--- config.mk ---
export PLATFORM = sky130hd
export DESIGN_NAME = source_tokenizer_unit
export DESIGN_NICKNAME = d
export VERILOG_FILES = /design/src/sv/stok_pkg.sv /design/src/sv/stok_front.sv /design/src/sv/stok_scan.sv /design/src/sv/stok_outq.sv /design/src/sv/source_tokenizer_unit.sv
export SDC_FILE = /design/constraint.sdc
export NUM_CORES = 1
export LEC_CHECK = 0
export ABC_AREA = 0
export BUFFER_PORTS_ARGS = -buffer_cell sky130_fd_sc_hd__buf_2
export CAP_MARGIN = 10
export CORE_MARGIN = 2
export CORE_UTILIZATION = 40
export CTS_CLUSTER_DIAMETER = 100
export DETAILED_ROUTE_END_ITERATION = 7
export MAX_ROUTING_LAYER = met4
export SLEW_MARGIN = 20
export SYNTH_ARGS = -nofsm -noshare
export SYNTH_HDL_FRONTEND = slang
export SYNTH_SLANG_ARGS = --single-unit
--- constraint.sdc ---
create_clock -name clk_i -period 6.6 [get_ports clk_i]
set_input_delay 1.98 -clock clk_i [delete_from_list [all_inputs] [get_ports clk_i]]
set_output_delay 1.98 -clock clk_i [all_outputs]
set_load 0.02 [all_outputs]
--- src/sv/stok_pkg.sv ---
package stok_pkg;

  typedef enum logic [5:0] {
    KIND_IDENT    = 6'd0,
    KIND_INT      = 6'd1,
    KIND_DECIMAL  = 6'd2,
    KIND_STRING   = 6'd3,
    KIND_BOOL     = 6'd4,
    KIND_PUBLIC   = 6'd5,
    KIND_FUNCTION = 6'd6,
    KIND_RETURN   = 6'd7,
    KIND_CLASS    = 6'd8,
    KIND_ABSTRACT = 6'd9,
    KIND_STATIC   = 6'd10,
    KIND_IS       = 6'd11,
    KIND_IF       = 6'd12,
    KIND_ELSE     = 6'd13,
    KIND_WHILE    = 6'd14,
    KIND_FOR      = 6'd15,
    KIND_LBRACE   = 6'd16,
    KIND_RBRACE   = 6'd17,
    KIND_LPAREN   = 6'd18,
    KIND_RPAREN   = 6'd19,
    KIND_ASSIGN   = 6'd20,
    KIND_SEMI     = 6'd21,
    KIND_COMMA    = 6'd22,
    KIND_LBRACKET = 6'd23,
    KIND_RBRACKET = 6'd24,
    KIND_PLUS     = 6'd25,
    KIND_MINUS    = 6'd26,
    KIND_STAR     = 6'd27,
    KIND_SLASH    = 6'd28,
    KIND_EQ       = 6'd29,
    KIND_NE       = 6'd30,
    KIND_LT       = 6'd31,
    KIND_LE       = 6'd32,
    KIND_GT       = 6'd33,
    KIND_GE       = 6'd34,
    KIND_EOF      = 6'd35
  } kind_e;

  localparam int IQ_DEPTH = 4;
  localparam int TQ_DEPTH = 4;
  localparam int KW_NUM   = 13;

  // keyword text left-justified: first character in the top byte
  localparam logic [63:0] KW_TEXT [KW_NUM] = '{
    {"public", 16'h0}, {"function"}, {"return", 16'h0}, {"class", 24'h0},
    {"abstract"}, {"static", 16'h0}, {"is", 48'h0}, {"if", 48'h0},
    {"else", 32'h0}, {"while", 24'h0}, {"for", 40'h0}, {"true", 32'h0},
    {"false", 24'h0}
  };
  localparam logic [3:0] KW_LEN [KW_NUM] = '{
    4'd6, 4'd8, 4'd6, 4'd5, 4'd8, 4'd6, 4'd2, 4'd2, 4'd4, 4'd5, 4'd3, 4'd4, 4'd5
  };
  localparam kind_e KW_KIND [KW_NUM] = '{
    KIND_PUBLIC, KIND_FUNCTION, KIND_RETURN, KIND_CLASS, KIND_ABSTRACT,
    KIND_STATIC, KIND_IS, KIND_IF, KIND_ELSE, KIND_WHILE, KIND_FOR,
    KIND_BOOL, KIND_BOOL
  };

  typedef struct packed {
    logic  alpha;
    logic  digit;
    logic  ws;
    logic  nl;
    logic  quote;
    logic  bslash;
    logic  dot;
    logic  eq;
    logic  opst;
    logic  sym;
    kind_e sym_kind;
  } cls_t;

  typedef struct packed {
    logic [7:0] ch;
    logic       end_mark;
    cls_t       cls;
  } item_t;

  function automatic cls_t classify(logic [7:0] c);
    cls_t r;
    r = '0;
    r.sym_kind = KIND_IDENT;
    r.alpha  = (c >= "a" && c <= "z") || (c >= "A" && c <= "Z") || c == "_";
    r.digit  = c >= "0" && c <= "9";
    r.ws     = c == " " || (c >= 8'd9 && c <= 8'd13);
    r.nl     = c == 8'd10;
    r.quote  = c == 8'h22;
    r.bslash = c == 8'h5c;
    r.dot    = c == ".";
    r.eq     = c == "=";
    r.opst   = c == "=" || c == "!" || c == "<" || c == ">";
    r.sym    = 1'b1;
    unique case (c)
      "{": r.sym_kind = KIND_LBRACE;
      "}": r.sym_kind = KIND_RBRACE;
      "(": r.sym_kind = KIND_LPAREN;
      ")": r.sym_kind = KIND_RPAREN;
      ";": r.sym_kind = KIND_SEMI;
      ",": r.sym_kind = KIND_COMMA;
      "[": r.sym_kind = KIND_LBRACKET;
      "]": r.sym_kind = KIND_RBRACKET;
      "+": r.sym_kind = KIND_PLUS;
      "-": r.sym_kind = KIND_MINUS;
      "*": r.sym_kind = KIND_STAR;
      "/": r.sym_kind = KIND_SLASH;
      default: r.sym = 1'b0;
    endcase
    return r;
  endfunction

  // len is 15 when the word is longer than any keyword
  function automatic kind_e kw_kind(logic [63:0] text, logic [3:0] len);
    kind_e k;
    k = KIND_IDENT;
    for (int i = KW_NUM - 1; i >= 0; i--) begin
      if (len == KW_LEN[i] && text == KW_TEXT[i]) k = KW_KIND[i];
    end
    return k;
  endfunction

endpackage

--- src/sv/stok_front.sv ---
module stok_front (
  input  logic            clk_i,
  input  logic            rst_ni,
  input  logic            s_valid_i,
  output logic            s_ready_o,
  input  logic [7:0]      ch_i,
  input  logic            end_i,
  output logic            item_valid_o,
  output stok_pkg::item_t item_o,
  input  logic            item_ready_i
);
  import stok_pkg::*;

  localparam int AW = $clog2(IQ_DEPTH);

  item_t         mem_q [IQ_DEPTH];
  logic [AW-1:0] wptr_q, rptr_q;
  logic [AW:0]   cnt_q;
  logic          push, pop;

  assign s_ready_o    = cnt_q != (AW+1)'(IQ_DEPTH);
  assign item_valid_o = cnt_q != '0;
  assign item_o       = mem_q[rptr_q];
  assign push         = s_valid_i && s_ready_o;
  assign pop          = item_valid_o && item_ready_i;

  always_ff @(posedge clk_i) begin
    if (push) begin
      mem_q[wptr_q] <= '{ch: ch_i, end_mark: end_i, cls: classify(ch_i)};
    end
  end

  always_ff @(posedge clk_i or negedge rst_ni) begin
    if (!rst_ni) begin
      wptr_q <= '0;
      rptr_q <= '0;
      cnt_q  <= '0;
    end else begin
      if (push) wptr_q <= wptr_q + AW'(1);
      if (pop) rptr_q <= rptr_q + AW'(1);
      if (push && !pop) cnt_q <= cnt_q + (AW+1)'(1);
      else if (pop && !push) cnt_q <= cnt_q - (AW+1)'(1);
    end
  end

endmodule

--- src/sv/stok_scan.sv ---
module stok_scan #(
  parameter int PREFIX_BYTES = 8,
  parameter int OFFSET_BITS  = 32,
  parameter int LINE_BITS    = 24,
  parameter int LENGTH_BITS  = 16,
  parameter int TOK_W        = 6 + LINE_BITS + OFFSET_BITS + LENGTH_BITS + 1
) (
  input  logic             clk_i,
  input  logic             rst_ni,
  input  logic             item_valid_i,
  input  stok_pkg::item_t  item_i,
  output logic             item_ready_o,
  input  logic             room_i,
  output logic [1:0]       push_cnt_o,
  output logic [TOK_W-1:0] tok0_o,
  output logic [TOK_W-1:0] tok1_o
);
  import stok_pkg::*;

  localparam int PB_W = $clog2(PREFIX_BYTES);

  localparam logic [2:0] MODE_IDLE = 3'd0;
  localparam logic [2:0] MODE_WORD = 3'd1;
  localparam logic [2:0] MODE_NUM  = 3'd2;
  localparam logic [2:0] MODE_STR  = 3'd3;
  localparam logic [2:0] MODE_ESC  = 3'd4;
  localparam logic [2:0] MODE_OP   = 3'd5;

  localparam logic [OFFSET_BITS-1:0] OFF_MAX  = '1;
  localparam logic [LINE_BITS-1:0]   LINE_MAX = '1;
  localparam logic [LENGTH_BITS-1:0] LEN_MAX  = '1;

  logic [2:0]                        mode_q, mode_d;
  logic [7:0]                        pend_q, pend_d;
  logic [PREFIX_BYTES-1:0][7:0]      prefix_q, prefix_d;
  logic [OFFSET_BITS-1:0]            begin_q, begin_d;
  logic [LENGTH_BITS-1:0]            cnt_q, cnt_d;
  logic                              seen_q, seen_d;
  logic [LINE_BITS-1:0]              line_q, line_d;
  logic [OFFSET_BITS-1:0]            off_q, off_d;

  cls_t                   cls;
  logic                   fire;
  logic [63:0]            word_text;
  logic [3:0]             word_len;
  kind_e                  fl_kind;
  logic                   fl_v;
  logic [LENGTH_BITS-1:0] fl_len;

  logic                   e0_v, e1_v;
  kind_e                  e0_kind, e1_kind;
  logic [OFFSET_BITS-1:0] e0_start, e1_start, begin_val;
  logic [LENGTH_BITS-1:0] e0_len, e1_len;
  logic                   do_begin, do_count, consumed;

  assign cls          = item_i.cls;
  assign item_ready_o = room_i;
  assign fire         = item_valid_i && room_i;

  always_comb begin
    for (int i = 0; i < 8; i++) word_text[63-8*i -: 8] = prefix_q[i];
  end
  assign word_len = (cnt_q <= LENGTH_BITS'(8)) ? cnt_q[3:0] : 4'd15;

  // token left pending by the current mode
  always_comb begin
    fl_v    = 1'b1;
    fl_kind = KIND_IDENT;
    fl_len  = cnt_q;
    unique case (mode_q)
      MODE_WORD: fl_kind = kw_kind(word_text, word_len);
      MODE_NUM:  fl_kind = seen_q ? KIND_DECIMAL : KIND_INT;
      MODE_STR, MODE_ESC: fl_kind = KIND_STRING;
      MODE_OP: begin
        fl_len = LENGTH_BITS'(1);
        priority if (pend_q == "=") fl_kind = KIND_ASSIGN;
        else if (pend_q == "<") fl_kind = KIND_LT;
        else if (pend_q == ">") fl_kind = KIND_GT;
        else fl_v = 1'b0;
      end
      default: fl_v = 1'b0;
    endcase
  end

  always_comb begin
    mode_d    = mode_q;
    pend_d    = pend_q;
    prefix_d  = prefix_q;
    begin_d   = begin_q;
    cnt_d     = cnt_q;
    seen_d    = seen_q;
    line_d    = line_q;
    off_d     = off_q;
    e0_v      = 1'b0;
    e0_kind   = fl_kind;
    e0_start  = begin_q;
    e0_len    = fl_len;
    e1_v      = 1'b0;
    e1_kind   = cls.sym_kind;
    e1_start  = off_q;
    e1_len    = LENGTH_BITS'(1);
    do_begin  = 1'b0;
    do_count  = 1'b0;
    consumed  = 1'b0;
    begin_val = off_q;

    if (item_i.end_mark) begin
      e0_v     = fl_v;
      e1_v     = 1'b1;
      e1_kind  = KIND_EOF;
      e1_len   = '0;
      mode_d   = MODE_IDLE;
      pend_d   = '0;
      prefix_d = '0;
      begin_d  = '0;
      cnt_d    = '0;
      seen_d   = 1'b0;
      line_d   = LINE_BITS'(1);
      off_d    = '0;
    end else begin
      unique case (mode_q)
        MODE_WORD: begin
          if (cls.alpha || cls.digit) begin
            do_count = 1'b1;
            consumed = 1'b1;
          end else begin
            e0_v   = fl_v;
            mode_d = MODE_IDLE;
          end
        end
        MODE_NUM: begin
          if (cls.digit || (cls.dot && !seen_q)) begin
            if (cls.dot) seen_d = 1'b1;
            do_count = 1'b1;
            consumed = 1'b1;
          end else begin
            e0_v   = fl_v;
            mode_d = MODE_IDLE;
          end
        end
        MODE_STR: begin
          consumed = 1'b1;
          if (cls.quote) begin
            e0_v    = 1'b1;
            e0_kind = KIND_STRING;
            e0_len  = cnt_q;
            mode_d  = MODE_IDLE;
          end else begin
            do_count = 1'b1;
            if (cls.bslash) mode_d = MODE_ESC;
          end
        end
        MODE_ESC: begin
          consumed = 1'b1;
          do_count = 1'b1;
          mode_d   = MODE_STR;
        end
        MODE_OP: begin
          if (cls.eq) begin
            consumed = 1'b1;
            e0_v     = 1'b1;
            e0_len   = LENGTH_BITS'(2);
            mode_d   = MODE_IDLE;
            priority if (pend_q == "=") e0_kind = KIND_EQ;
            else if (pend_q == "!") e0_kind = KIND_NE;
            else if (pend_q == "<") e0_kind = KIND_LE;
            else e0_kind = KIND_GE;
          end else begin
            e0_v   = fl_v;
            mode_d = MODE_IDLE;
          end
        end
        default: mode_d = MODE_IDLE;
      endcase

      // byte seen fresh, between tokens
      if (!consumed) begin
        priority if (cls.ws) begin
          if (cls.nl && line_q != LINE_MAX) line_d = line_q + LINE_BITS'(1);
        end else if (cls.alpha) begin
          do_begin = 1'b1;
          do_count = 1'b1;
          mode_d   = MODE_WORD;
        end else if (cls.digit) begin
          do_begin = 1'b1;
          do_count = 1'b1;
          mode_d   = MODE_NUM;
        end else if (cls.quote) begin
          do_begin  = 1'b1;
          mode_d    = MODE_STR;
          begin_val = (off_q != OFF_MAX) ? off_q + OFFSET_BITS'(1) : off_q;
        end else if (cls.opst) begin
          do_begin = 1'b1;
          mode_d   = MODE_OP;
          pend_d   = item_i.ch;
        end else if (cls.sym) begin
          e1_v = 1'b1;
        end
      end

      if (do_begin) begin
        begin_d  = begin_val;
        cnt_d    = '0;
        prefix_d = '0;
        seen_d   = 1'b0;
      end
      if (do_count) begin
        if (cnt_d < LENGTH_BITS'(PREFIX_BYTES)) prefix_d[cnt_d[PB_W-1:0]] = item_i.ch;
        if (cnt_d != LEN_MAX) cnt_d = cnt_d + LENGTH_BITS'(1);
      end
      off_d = (off_q != OFF_MAX) ? off_q + OFFSET_BITS'(1) : off_q;
    end
  end

  // first token goes to slot 0; last flag on the final one
  always_comb begin
    if (e0_v) begin
      tok0_o     = {!e1_v, e0_len, e0_start, line_q, e0_kind};
      tok1_o     = {1'b1, e1_len, e1_start, line_q, e1_kind};
      push_cnt_o = e1_v ? 2'd2 : 2'd1;
    end else begin
      tok0_o     = {1'b1, e1_len, e1_start, line_q, e1_kind};
      tok1_o     = tok0_o;
      push_cnt_o = e1_v ? 2'd1 : 2'd0;
    end
    if (!fire) push_cnt_o = 2'd0;
  end

  always_ff @(posedge clk_i or negedge rst_ni) begin
    if (!rst_ni) begin
      mode_q   <= MODE_IDLE;
      pend_q   <= '0;
      prefix_q <= '0;
      begin_q  <= '0;
      cnt_q    <= '0;
      seen_q   <= 1'b0;
      line_q   <= LINE_BITS'(1);
      off_q    <= '0;
    end else if (fire) begin
      mode_q   <= mode_d;
      pend_q   <= pend_d;
      prefix_q <= prefix_d;
      begin_q  <= begin_d;
      cnt_q    <= cnt_d;
      seen_q   <= seen_d;
      line_q   <= line_d;
      off_q    <= off_d;
    end
  end

endmodule

--- src/sv/stok_outq.sv ---
module stok_outq #(
  parameter int WIDTH = 8
) (
  input  logic             clk_i,
  input  logic             rst_ni,
  input  logic [1:0]       push_cnt_i,
  input  logic [WIDTH-1:0] din0_i,
  input  logic [WIDTH-1:0] din1_i,
  output logic             room_o,
  output logic             valid_o,
  input  logic             ready_i,
  output logic [WIDTH-1:0] dout_o
);
  import stok_pkg::*;

  localparam int AW = $clog2(TQ_DEPTH);

  logic [WIDTH-1:0] mem_q [TQ_DEPTH];
  logic [AW-1:0]    wptr_q, rptr_q;
  logic [AW:0]      cnt_q;
  logic             pop;

  // room for the two transfers one item can cause
  assign room_o  = cnt_q <= (AW+1)'(TQ_DEPTH - 2);
  assign valid_o = cnt_q != '0;
  assign dout_o  = mem_q[rptr_q];
  assign pop     = valid_o && ready_i;

  always_ff @(posedge clk_i) begin
    if (push_cnt_i != 2'd0) mem_q[wptr_q] <= din0_i;
    if (push_cnt_i == 2'd2) mem_q[wptr_q + AW'(1)] <= din1_i;
  end

  always_ff @(posedge clk_i or negedge rst_ni) begin
    if (!rst_ni) begin
      wptr_q <= '0;
      rptr_q <= '0;
      cnt_q  <= '0;
    end else begin
      wptr_q <= wptr_q + AW'(push_cnt_i);
      if (pop) rptr_q <= rptr_q + AW'(1);
      cnt_q <= cnt_q + (AW+1)'(push_cnt_i) - (AW+1)'(pop);
    end
  end

endmodule

--- src/sv/source_tokenizer_unit.sv ---
// Streaming source tokenizer. Each input transfer carries one source byte in
// tdata, or an end mark in tuser that flushes any pending token, emits the
// end-of-input token and restarts the line and offset counters. Tokens leave
// as kind, line, start offset and length, with tlast on the final token that
// an input transfer causes. The block takes one transfer per clock unless the
// queues fill: a four-entry queue holds classified bytes, a scanner with
// registered state handles one byte each clock while it has room, and a
// four-entry token queue that can take two tokens in one cycle feeds the
// output. The scanner works on a byte when at least two token slots are free,
// so the rate stays at one byte per clock while the output drains at least one
// token per clock on average. Bytes and tokens are registered in the queues.
module source_tokenizer_unit #(
  parameter int PREFIX_BYTES = 8,
  parameter int OFFSET_BITS  = 32,
  parameter int LINE_BITS    = 24,
  parameter int LENGTH_BITS  = 16
) (
  input  logic clk_i,
  input  logic rst_ni,
  input  logic s_axis_tvalid,
  output logic s_axis_tready,
  input  logic [7:0] s_axis_tdata,  // ch
  input  logic s_axis_tuser,        // end_mark
  output logic m_axis_tvalid,
  input  logic m_axis_tready,
  // token_kind, token_line, token_start, token_length, zero fill
  output logic [((6 + LINE_BITS + OFFSET_BITS + LENGTH_BITS + 7) / 8) * 8 - 1:0] m_axis_tdata,
  output logic m_axis_tlast         // last_of_run
);
  import stok_pkg::*;

  localparam int PAY_W  = 6 + LINE_BITS + OFFSET_BITS + LENGTH_BITS;
  localparam int DATA_W = ((PAY_W + 7) / 8) * 8;
  localparam int TOK_W  = PAY_W + 1;

  logic             item_valid, item_ready, room;
  item_t            item;
  logic [1:0]       push_cnt;
  logic [TOK_W-1:0] tok0, tok1, tok_out;

  stok_front u_front (
    .clk_i        (clk_i),
    .rst_ni       (rst_ni),
    .s_valid_i    (s_axis_tvalid),
    .s_ready_o    (s_axis_tready),
    .ch_i         (s_axis_tdata),
    .end_i        (s_axis_tuser),
    .item_valid_o (item_valid),
    .item_o       (item),
    .item_ready_i (item_ready)
  );

  stok_scan #(
    .PREFIX_BYTES (PREFIX_BYTES),
    .OFFSET_BITS  (OFFSET_BITS),
    .LINE_BITS    (LINE_BITS),
    .LENGTH_BITS  (LENGTH_BITS),
    .TOK_W        (TOK_W)
  ) u_scan (
    .clk_i        (clk_i),
    .rst_ni       (rst_ni),
    .item_valid_i (item_valid),
    .item_i       (item),
    .item_ready_o (item_ready),
    .room_i       (room),
    .push_cnt_o   (push_cnt),
    .tok0_o       (tok0),
    .tok1_o       (tok1)
  );

  stok_outq #(
    .WIDTH (TOK_W)
  ) u_outq (
    .clk_i      (clk_i),
    .rst_ni     (rst_ni),
    .push_cnt_i (push_cnt),
    .din0_i     (tok0),
    .din1_i     (tok1),
    .room_o     (room),
    .valid_o    (m_axis_tvalid),
    .ready_i    (m_axis_tready),
    .dout_o     (tok_out)
  );

  assign m_axis_tdata = DATA_W'(tok_out[PAY_W-1:0]);
  assign m_axis_tlast = tok_out[TOK_W-1];

endmodule

==> Yosys cells after proc, flatten, opt, wreduce, memory -nomap -nowiden <==
Memory sizes are Yosys's and may differ from the RTL's.
Cells that the tools add are included.
{ "word_totals": {"input_bits": 13, "wordCells": 300, "mem_bits_rw": 416, "n_memories": 2, "reg_bits": 194, "output_inout_bits": 83} }
{ "op_classes": {"reduce_logical": 55, "eq_ne": 60, "order_cmp": 13, "muxes": 137, "n_addsub": 12} }
{ "mem_list": {"columns": ["name", "depth", "width", "rd", "rd_clocked_by_memory_dff", "wr", "line", "rtl"], "rows": [
  ["u_outq.mem_q", 4, 79, 1, 0, 2, "stok_outq.sv:18", "logic [WIDTH-1:0] mem_q [TQ_DEPTH];"],
  ["u_front.mem_q", 4, 25, 1, 0, 1, "stok_front.sv:16", "item_t mem_q [IQ_DEPTH];"]
]} }
{ "ops": {"columns": ["op", "n"], "rows": [
  ["$eq 64x63->1 const B", 13],
  ["$mux 64", 5],
  ["$mux 32", 9],
  ["$eq 8x6->1 const B", 19],
  ["$mux 16", 9],
  ["$mux 24", 4],
  ["$mux 79", 1],
  ["$bwmux 64", 1],
  ["$mux 8", 8],
  ["$mux 6", 10],
  ["$pmux 5 s12", 1],
  ["$eq 8x7->1 const B", 6],
  ["$mux 1", 48],
  ["$mux 4", 12],
  ["$mux 3", 15],
  ["$add 32x1->32 const B", 1],
  ["$ne 32x32->1 const B", 1],
  ["$pmux 16 s2", 1],
  ["$logic_and 1x1->1", 25],
  ["$add 24x1->24 const B", 1],
  ["$demux 8 s3", 1],
  ["$ne 24x24->1 const B", 1],
  ["$pmux 6 s4", 1],
  ["$add 16x1->16 const B", 1],
  ["other kinds (44)", 83]
]} }

==> Longest topological paths before layout <==
{ "logic_depth": {"depth_word": 22, "depth_mapped": 17, "ltp_nobuf": 15} }

==> Cells and area by module <==
A second synthesis with hierarchy kept.
{ "hier_totals": {"hier_cells": 2343, "area_unflattened_um2": 31183.7} }
{ "modules_own_cells": {"columns": ["module", "area_per_inst_um2", "n_inst", "cells_each"], "rows": [
  ["stok_outq", 15544.9, 1, 804],
  ["stok_scan", 11352.1, 1, 1307],
  ["stok_front", 4267.8, 1, 229],
  ["source_tokenizer_unit", 18.8, 1, 3]
]} }

==> Least setup slack after synthesis <==
Ideal clock, no wire load.
{ "synth_timing": {"path_type": "register to register", "from": "reg u_front.rptr_q[0]", "to": "mem u_outq.mem_q[3][0] (netlist bit), enable pin", "path_buffers": 5, "t_arrival_ns": 4.866, "setup_slack_ns": 1.284, "stages_incl_launch_ff": 15, "period_less_slack_ns": 5.316, "cell_sequence": "dfrtp_1 buf_6 buf_2 mux2_2 o21ai_2 buf_2 clkbuf_1 o21ai_0 ha_1 nand2_1 nand2_1 and3_1 a21oi_1 inv_1 clkbuf_1"} }
{ "synth_lines": {"columns": ["element", "line", "rtl"], "rows": [
  ["start: declaration", "stok_front.sv:17", "logic [AW-1:0] wptr_q, rptr_q;"],
  ["start signal: assignment", "stok_front.sv:40", "if (pop) rptr_q <= rptr_q + AW'(1);"],
  ["end: declaration", "stok_outq.sv:18", null]
]} }

==> impl_metrics.json <==
{
  "start_util_pct": 40.21,
  "synthCells": 2381,
  "yosysSeqAreaShare_pct": 57.48,
  "path_cells": "buf_4 > mux4_2 > a221oi_4 > o211ai_2 > nor2_1 > inv_1 > o21ai_0 > ha_1 > nand2_1 > nor2_1 > nand2_1 > o21ai_2 > buf_4 > inv_1 > o21ai_0",
  "fin_skew_ns": 0.05197,
  "die_h_um": 271.6,
  "cts_root_buffer": "clkbuf_16",
  "fin_crit_ns": 5.180,
  "clock.fmax_ghz": 0.1930,
  "grt_usage_pct": 21.67,
  "dieArea_mm2": 0.07377,
  "p_int_uw": 8397,
  "cts_tree": "built",
  "drcViolationCount": 0,
  "synth_top_area_share_pct": 36.06,
  "hp-class": "register to register",
  "critical-path-slowest-cell": "mux4_2",
  "tightestPinTransition_ns": 1.141,
  "antennaDiodeCount": 0,
  "synth_largest_area_cell": "edfxtp_1",
  "synth-main-ff-cell": "edfxtp_1",
  "worstSetupStartpointType": "register",
  "grt_pass1_vias": 20283,
  "grt_pass1_wl_mm": 121.4,
  "rsz0062_at_grt": "false",
  "fillers": 6396,
  "dpl.hpwl_mm": 49.71,
  "slew_headroom_pct": 23.63,
  "final_max_slew_viol_count": 0,
  "syn_area_mm2": 0.02865,
  "synth_edf_count": 344,
  "wire_per_inst_um": 22.77,
  "area_delta_synth_final_pct": 12.16,
  "gr-total-overflow": 0,
  "powerDensity_mw_per_mm2": 432.6,
  "finalWirelength_mm": 77.48,
  "finalPower_uw": 13900,
  "fin_nets": 2426,
  "netSwitchingPower_uw": 5503,
  "cts.sinks": 602,
  "place.gp.congestion": 0.9052,
  "io_buffers": 93,
  "core_mm2": 0.07124,
  "pre_cts_ws_ns": 1.478,
  "combPwrFrac_pct": 36.1,
  "fin_crit_sh_pct": 78.49,
  "hold-worst-slack_ns": 0.4759,
  "r2r_setup_slack_ns": 1.42,
  "crit_buf_inv": 4,
  "ctsResizeCount": 0,
  "clock_path_buffers": 3,
  "holdPathStages": 1,
  "pin_count": 96,
  "holdCritStartpoint": "u_outq.mem_q[1][69]$_SDFFE_PP0P_",
  "postPlaceCellArea_mm2": 0.02996,
  "min_to": "u_outq.mem_q[1][69]$_SDFFE_PP0P_",
  "r2r-start": "u_front.rptr_q[0]$_DFFE_PN0P_",
  "status": "finished clean",
  "grt_max_degree": 101,
  "synth_area_leaders": "edfxtp_1 (36%), dfrtp_1 (17%), mux4_2 (8.0%)",
  "final-hold-violation-count": 0,
  "setup_viol": 0,
  "cts_buffers": 68,
  "seqPwrFrac_pct": 37.7,
  "clk_latency_ns": 0.64,
  "total_leakage_power_uw": 0.01143,
  "antenna_found_initial": 2,
  "rows": 98,
  "hold_buffers": 0,
  "layout_setup_ws_ns": 1.420,
  "avgSynthCellArea_um2": 12.03,
  "ir_worst_vdd_uv": 243.4,
  "vias": 20270,
  "drtPass1Iterations": 5,
  "ctsHtreeMaxLevel": 3,
  "worstPathRequired_ns": 7.05,
  "post_cts_buffers": 0,
  "die_x_um": 271.6,
  "maxCapViolations": 0,
  "drt-initial-drc-count": 2026,
  "p_sw_share_pct": 39.59,
  "ys_warn_count": 0,
  "routed_via_density": 5.957,
  "synth_cell_types": 91,
  "crit_fanout": 16,
  "crit_type": "register to register",
  "path_clk_slew_ns": 0.06,
  "synthArstFlopShare_pct": 32.23,
  "crit_family": "compound AO/OA/AOI/OAI gates",
  "ant_nets": 0,
  "setup_tns_ns": 0,
  "cp.arrival_ns": 5.63,
  "clock_power_share_pct": 26.2,
  "ys_seq_elements": 602,
  "cp_slowest_stage_delay_ns": 0.68,
  "reg2reg_to": "u_outq.mem_q[3][39]$_DFFE_PP_",
  "critPathCaptureType": "register",
  "drive_above_1_share_pct": 15.82,
  "fin_area_mm2": 0.03213,
  "reg2reg_depth": 15
}
[metal layers]
metal  global-route usage [%]  part of all wire, %  vias to the layer above
li1                         -                    -                     9124
met1                    28.42                   43                    10295
met2                    34.66                   48                      696
met3                    3.220                  5.8                      155
met4                    7.128                  3.0                        0
met5                        -                    0                        -
[cell usage after synthesis (5+ instances only)]
cell / number
xnor2_1: 20
nand2_1: 251
inv_1: 37
clkbuf_1: 132
dfxtp_1: 64
or3_1: 17
nor2_2: 6
and4_1: 10
nor2b_1: 59
a31oi_1: 24
nor3b_1: 5
and2_1: 53
o21ai_1: 44
or2_2: 6
dfrtp_1: 193
nor2_1: 115
o21a_1: 8
o22ai_1: 23
and3_1: 22
buf_2: 30
nor4bb_1: 9
edfxtp_1: 344
xor2_1: 25
nand4_1: 32
a22o_1: 199
mux4_2: 102
or4_1: 10
o31ai_1: 33
nand2b_1: 11
nand3_1: 61
buf_1: 19
nor4b_1: 8
a21oi_1: 40
a21o_1: 5
nand3b_1: 6
and4b_1: 6
nor4_1: 29
nand4b_1: 8
ha_1: 14
nor3_1: 35
o21ai_0: 173
a32o_1: 11
[how the worst max path moves through the flow]
stage | end | depth (start not counted) | startpoint
after floorplan | u_outq.mem_q[3][0]$_DFFE_PP_ | 14 | u_front.rptr_q[0]$_DFFE_PN0P_
after global placement | u_outq.mem_q[2][47]$_DFFE_PP_ | 13 | u_front.rptr_q[0]$_DFFE_PN0P_
after detailed placement | u_outq.mem_q[2][46]$_DFFE_PP_ | 13 | u_front.rptr_q[0]$_DFFE_PN0P_
after CTS | u_outq.mem_q[2][61]$_DFFE_PP_ | 13 | u_front.rptr_q[0]$_DFFE_PN0P_
after global routing | u_outq.mem_q[2][56]$_DFFE_PP_ | 13 | u_front.rptr_q[0]$_DFFE_PN0P_
final | u_outq.mem_q[3][39]$_DFFE_PP_ | 15 | u_front.rptr_q[0]$_DFFE_PN0P_
[flip-flops by register name (all words and copies together) (netlist names), 3 cells and up]
| name | count |
|---|---|
| u_scan.line_q | 24 |
| u_scan.pend_q | 8 |
| u_scan.e1_start | 32 |
| u_scan.prefix_q | 64 |
| u_outq.mem_q | 316 |
| u_front.mem_q | 92 |
| u_outq.cnt_q | 3 |
| u_scan.mode_q | 3 |
| u_front.cnt_q | 3 |
| u_scan.begin_q | 32 |
| u_scan.cnt_q | 16 |
[through the flow]
stage               cells  utilization, %
floorplan            2382               -
global placement     3276           42.02
detailed placement   3277           42.06
CTS                  3403           45.10
global route         3403           45.10
finish               3403           45.10
[kinds of logic after synthesis]
kind of cell | after synthesis | share of synthesized area [%]
AND/OR/NAND/NOR | 779 | 14.26
buffers and inverters | 226 | 3.223
other | 1 | 0.01309
AO/OA/AOI/OAI | 603 | 14.61
XOR/XNOR | 45 | 1.376
multiplexers | 109 | 8.281
adder cells (fa/ha/maj) | 16 | 0.7512
flip-flops | 602 | 57.48
[cell type report]
class / instances / area, um^2 / share of cell area [%]
flip-flops and latches: 602 / 16470 / 51.27
multi-input cells: 1554 / 11350 / 35.32
clock buffers: 101 / 1959 / 6.098
well taps: 950 / 1189 / 3.699
repair buffers: 133 / 807.0 / 2.512
clock inverters: 25 / 207.7 / 0.6464
inverters: 38 / 145.1 / 0.4517
[power by group through the flow]
stage	Combinational (uW)	Clock [uW]	Sequential [uW]
6_report	5020	3640	5240
5_1_grt	5390	3840	5330
4_1_cts	5060	3710	5240
3_5_place_dp	5040	0	5320
3_3_place_gp	4970	0	5280
2_1_floorplan	3500	0	4990
[placed cells by master (no fill, tap or decap), types with 32 or more instances in the layout]
cell / n
and2_1: 53
nand3_1: 61
clkbuf_16: 71
nor3_1: 35
dfrtp_1: 191
a21oi_1: 37
nand2_1: 251
a22o_1: 199
o31ai_1: 33
dfxtp_1: 64
o21ai_0: 173
o21ai_1: 40
inv_1: 32
buf_4: 38
nor2b_1: 59
edfxtp_1: 344
mux4_2: 102
buf_2: 92
nand4_1: 32
nor2_1: 110
No activity file was read; power rests on OpenSTA's default activity.
